File: src/hw/rtl/ftm_pkg.sv
// ----------------------------------------------------------------------------
// ftm_pkg: shared types and constants of the filmic tone mapper
// Pixel payload structs, register indexes and fixed output scaling.
// ----------------------------------------------------------------------------
package ftm_pkg;

  // Fraction bits of the linear input and white point format.
  localparam int unsigned FracBits = 16;
  // Bits of one output channel.
  localparam int unsigned OutBits = 8;
  // Full-scale output code.
  localparam int unsigned OutMax = (1 << OutBits) - 1;
  // Width of the curve value, an unsigned Q0.32.
  localparam int unsigned CurveBits = 32;

  // Configuration register indexes.
  localparam logic CFG_EXPOSURE_GAIN = 1'b0;
  localparam logic CFG_WHITE_POINT   = 1'b1;

  // Reset values of the configuration registers.
  localparam logic [15:0] GainReset  = 16'd6554;
  localparam logic [23:0] WhiteReset = 24'd734003;

  typedef struct packed {
    logic [23:0] red_in;
    logic [23:0] green_in;
    logic [23:0] blue_in;
  } pixel_in_t;

  typedef struct packed {
    logic [7:0] red_out;
    logic [7:0] green_out;
    logic [7:0] blue_out;
    logic       clipped;
  } pixel_out_t;

endpackage

File: src/hw/rtl/ftm_scale.sv
// ----------------------------------------------------------------------------
// ftm_scale: output scaling lane
// Forms Gc * full scale, checks it against the white point curve value for
// saturation and divides by it, one output bit per stage.
// ----------------------------------------------------------------------------
module ftm_scale (
  input  logic                                clk_i,
  input  logic                                rst_ni,
  input  logic                                valid_i,
  input  logic [ftm_pkg::CurveBits-1:0]       gc_i,
  input  logic [ftm_pkg::CurveBits-1:0]       gw_i,
  output logic                                valid_o,
  output logic [ftm_pkg::OutBits-1:0]         val_o,
  output logic                                clip_o
);

  localparam int unsigned GW = ftm_pkg::CurveBits;
  localparam int unsigned OB = ftm_pkg::OutBits;
  localparam int unsigned NW = GW + OB;

  logic          v_q [0:OB];
  logic [NW-1:0] r_q [0:OB];
  logic [GW-1:0] d_q [0:OB];
  logic          c_q [0:OB];
  logic [OB-1:0] q_q [0:OB];

  logic [NW-1:0] num;
  logic [NW-1:0] limit;

  // Saturate when Gc * full scale reaches Gw * 2^OutBits.
  assign num   = NW'(gc_i) * NW'(ftm_pkg::OutMax);
  assign limit = {gw_i, {OB{1'b0}}};

  always_ff @(posedge clk_i or negedge rst_ni) begin
    if (!rst_ni) begin
      v_q[0] <= 1'b0;
    end else begin
      v_q[0] <= valid_i;
    end
  end

  always_ff @(posedge clk_i) begin
    r_q[0] <= num;
    d_q[0] <= gw_i;
    c_q[0] <= (gc_i != '0) && (num >= limit);
    q_q[0] <= '0;
  end

  // Restoring division, most significant quotient bit first.
  for (genvar j = 0; j < OB; j++) begin : g_div
    logic [NW-1:0] trial;
    logic          hit;

    assign trial = NW'(d_q[j]) << (OB - 1 - j);
    assign hit   = !c_q[j] && (d_q[j] != '0) && (r_q[j] >= trial);

    always_ff @(posedge clk_i or negedge rst_ni) begin
      if (!rst_ni) begin
        v_q[j+1] <= 1'b0;
      end else begin
        v_q[j+1] <= v_q[j];
      end
    end

    always_ff @(posedge clk_i) begin
      r_q[j+1] <= hit ? r_q[j] - trial : r_q[j];
      d_q[j+1] <= d_q[j];
      c_q[j+1] <= c_q[j];
      q_q[j+1] <= {q_q[j][OB-2:0], hit};
    end
  end

  assign valid_o = v_q[OB];
  assign clip_o  = c_q[OB];
  assign val_o   = c_q[OB] ? OB'(ftm_pkg::OutMax) : q_q[OB];

endmodule

File: config.mk
export PLATFORM = sky130hd
export DESIGN_NAME = ftm_scale
export DESIGN_NICKNAME = d
export VERILOG_FILES = /design/src/hw/rtl/ftm_pkg.sv /design/src/hw/rtl/ftm_scale.sv
export SDC_FILE = /design/constraint.sdc
export NUM_CORES = 2
export LEC_CHECK = 0
export ABC_CLOCK_PERIOD_IN_PS = 6280
export BUFFER_PORTS_ARGS = -buffer_cell sky130_fd_sc_hd__buf_4
export CAP_MARGIN = 20
export CORE_AREA = 2 2 268 244
export CTS_CLUSTER_DIAMETER = 40
export CTS_CLUSTER_SIZE = 20
export DETAILED_ROUTE_END_ITERATION = 16
export DIE_AREA = 0 0 270 246
export GPL_TIMING_DRIVEN = 0
export PLACE_DENSITY = 0.74
export SYNTH_ARGS = -nofsm -noshare
export SYNTH_HDL_FRONTEND = slang
export SYNTH_SLANG_ARGS = --single-unit
File: constraint.sdc
create_clock -name clk_i -period 6.28 [get_ports clk_i]
set_input_delay 1.256 -clock clk_i [delete_from_list [all_inputs] [get_ports clk_i]]
set_output_delay 1.256 -clock clk_i [all_outputs]
set_load 0.005 [all_outputs]
==> run_results.csv <==
group,metric,value,unit
synthesis,synth-edff-count,0,
clocking,worstSkewPairLatency,0.62,ns
floorplanning,core_area,63500,µm²
sta,final-hold-violation-count,0,
floorplanning,die_width,270,µm
floorplanning,rows,88,
synthesis,synthFlopType,"dfxtp_1",
drt,drtIter0Drc,1555,
sta,finalSetupViolCount,1,
worst_hold_path,hold_class,"reg2reg",
final_layout,final-instance-count-excl-fill,5057,
drt,vias_per_cell,5.41,
status,status,"finished, violations left",
sta,clock_skew,0.0243,ns
sta,timing.hold.ws,0.320,ns
synthesis,async_reset_ff_frac,0.0143,
sta,fin_ws,-0.283,ns
synthesis,synth_top_area_cell,"dfxtp_1",
synthesis,synth_warnings,0,
critical_path,max_stage_delay,0.57,ns
final_layout,fin_area,41500,µm²
drt,wl_met1,34300,µm
synthesis,syn_area_per_cell,9.22,µm²
critical_path,cp-start-kind,"primary input",
drt,met3_length,2860,µm
global_route,antenna_found_initial,0,
global_route,overflow,0,
floorplanning,die_area,66400,µm²
sta,fin_crit,6.56,ns
clocking,htreeDepth,3,
status,violations,"setup timing",
critical_path,crit_path_end_kind,"register",
job,drv_cap,0,
global_route,grt_pass1_wl,137000,µm
clocking,path_clk_slew,0.06,ns
final_layout,final_net_count,4730,
drt,met2WireLength,42700,µm
placement,port_buffers,76,
critical_path,cp.arrival,7.02,ns
drt,highest_layer,"met4",
drt,finalWirelength,85800,µm
sta,finalCritPeriodShare,1.05,
clocking,cts_tree,"built",
final_layout,area_growth,13.5,%
final_layout,multiInputGateArea,21700,µm²
floorplanning,start_util,0.575,
synthesis,synth.most_common_cell,"dfxtp_1",
critical_path,path_max_fanout,6,
sta,rsz0062_at_grt,"true",
critical_path,cpMostUsedCell,"fa_1",
final_layout,final_layout_size_suffix_gt1_frac,0.118,
clocking,cts_max_path_buffers,3,
synthesis,synthTopCellsByArea,"dfxtp_1 34%, ha_1 12%, fa_1 8.5%",
synthesis,synthDominantCellAreaShare,0.340,
global_route,grt_use_total,0.257,
placement,place.gp.congestion,0.961,
sta,worst_slew_pin_slew,0.998,ns
placement,dpl-instance-area,38300,µm²
drt,route.detailed.drc,0,
floorplanning,die-height,246,µm
drt,ant_nets,0,
synthesis,synth_commonest_cells,"621 x dfxtp_1, 597 x inv_1, 364 x ha_1",
global_route,grt_pass1_vias,27802,
critical_path,critPathRequiredTime,6.74,ns
sta,max_freq,152,MHz
drt,dr_total_vias,27349,
placement,dp.cells,4894,
drt,avgRoutedWirePerCell,17.0,µm
critical_path,crit_path_top_delay_cell,"fa_1",
synthesis,synth_cells,3963,
clocking,clockRootBuffer,"clkbuf_16",
critical_path,path_delay_family,"adder cells",
final_layout,fill_cells,5329,
critical_path,critical_path_class,"in2reg",
final_layout,diodes,0,
floorplanning,ioPinCount,77,
synthesis,syn_nets,4550,
synthesis,syn_area,36600,µm²
sta,drv_slew,0,
synthesis,yosysSeqAreaShare,0.346,
final_layout,seq_area,12700,µm²
clocking,cts_num_sinks,630,
placement,hpwl,69500,µm
critical_path,crit_buf_inv,5,
global_route,grt_max_degree,18,
drt,firstDrtPassIters,5,
synthesis,synth_cell_types,86,
sta,slew_headroom,0.318,
synthesis,ys_ff_latch,630,
clocking,cts_buffers,73,
-- kinds of logic after synthesis --
logic type,after synthesis,share of synthesized area
AO/OA/AOI/OAI,912,0.158
adder cells (fa/ha/maj),520,0.210
XOR/XNOR,261,0.0625
multiplexers,116,0.0357
buffers and inverters,675,0.0700
flip-flops,630,0.346
AND/OR/NAND/NOR,849,0.117
-- timing repair --
action | in CTS | in global routing
gates resized for setup | 29 | 47
pin swaps | 43 | 48
hold buffers | 0 | 0
setup endpoints to repair | 1 | 1
setup buffers | 16 | 13
-- placed cells by master (no fill, tap or decap), types with 79 or more instances in the layout --
master       n
fa_1       143
a21oi_1    242
nand4_1     91
nor2_1     168
a21o_1     145
nand2_1    236
xor2_1     106
dfxtp_1    621
clkbuf_16   79
buf_4      104
mux2_2     113
inv_1      580
xnor2_1    155
ha_1       350
o21ai_0    217
-- registers in the layout (all words and copies together) (netlist names) --
signal,cells
r_q,320
d_q,256
q_q,36
c_q,9
v_q,8
valid_o,1
-- worst register-to-register path: stages (launching register included) --
cell,delay [ns]
dfxtp_1,0.48
inv_1,0.08
ha_1,0.27
clkbuf_1,0.29
nand4_1,0.22
or4_1,0.58
nor4_1,0.88
o21ai_0,0.20
a21o_1,0.33
inv_1,0.20
buf_2,0.27
buf_2,0.35
nand3_1,0.15
xnor2_1,0.15
-- per-stage QoR --
stage	util	worst slack, ns	setup TNS, ns
floorplan	-	-0.283	-0.283
global placement	0.603	-1.11	-1.11
detailed placement	0.603	-1.14	-1.14
CTS	0.648	-0.264	-0.264
global route	0.653	-0.553	-0.553
finish	0.653	-0.283	-0.283
-- final timing paths --
check	start	to	slack, ns	cells after the start
max	gc_i[1]	c_q[0][0]	-0.28	28
min	q_q[0][32]	q_q[0][41]	0.32	0
max reg2reg	d_q[0][156]	r_q[0][237]	1.73	13
min reg2reg	q_q[0][32]	q_q[0][41]	0.32	0
max in group asynchronous	rst_ni	v_q[1]	5.68	1
min in group asynchronous	rst_ni	v_q[8]	0.47	1
-- metal layers --
layer	global-route usage	vias up
li1	-	13965
met1	0.275	12563
met2	0.472	569
met3	0.0329	252
met4	0.177	0
met5	0	-
-- final cells by class --
type	instances	area share
Buffer	77	0.00760
Multi-Input combinational cell	2658	0.524
Clock buffer	87	0.0496
Tap cell	855	0.0258
Inverter	597	0.0547
Timing Repair Buffer	106	0.0194
Clock inverter	47	0.0138
Sequential cell	630	0.305
Power is left out: the tool's default activity adds up to more than one toggle a clock period on the data nets, which glitch-free logic cannot reach.
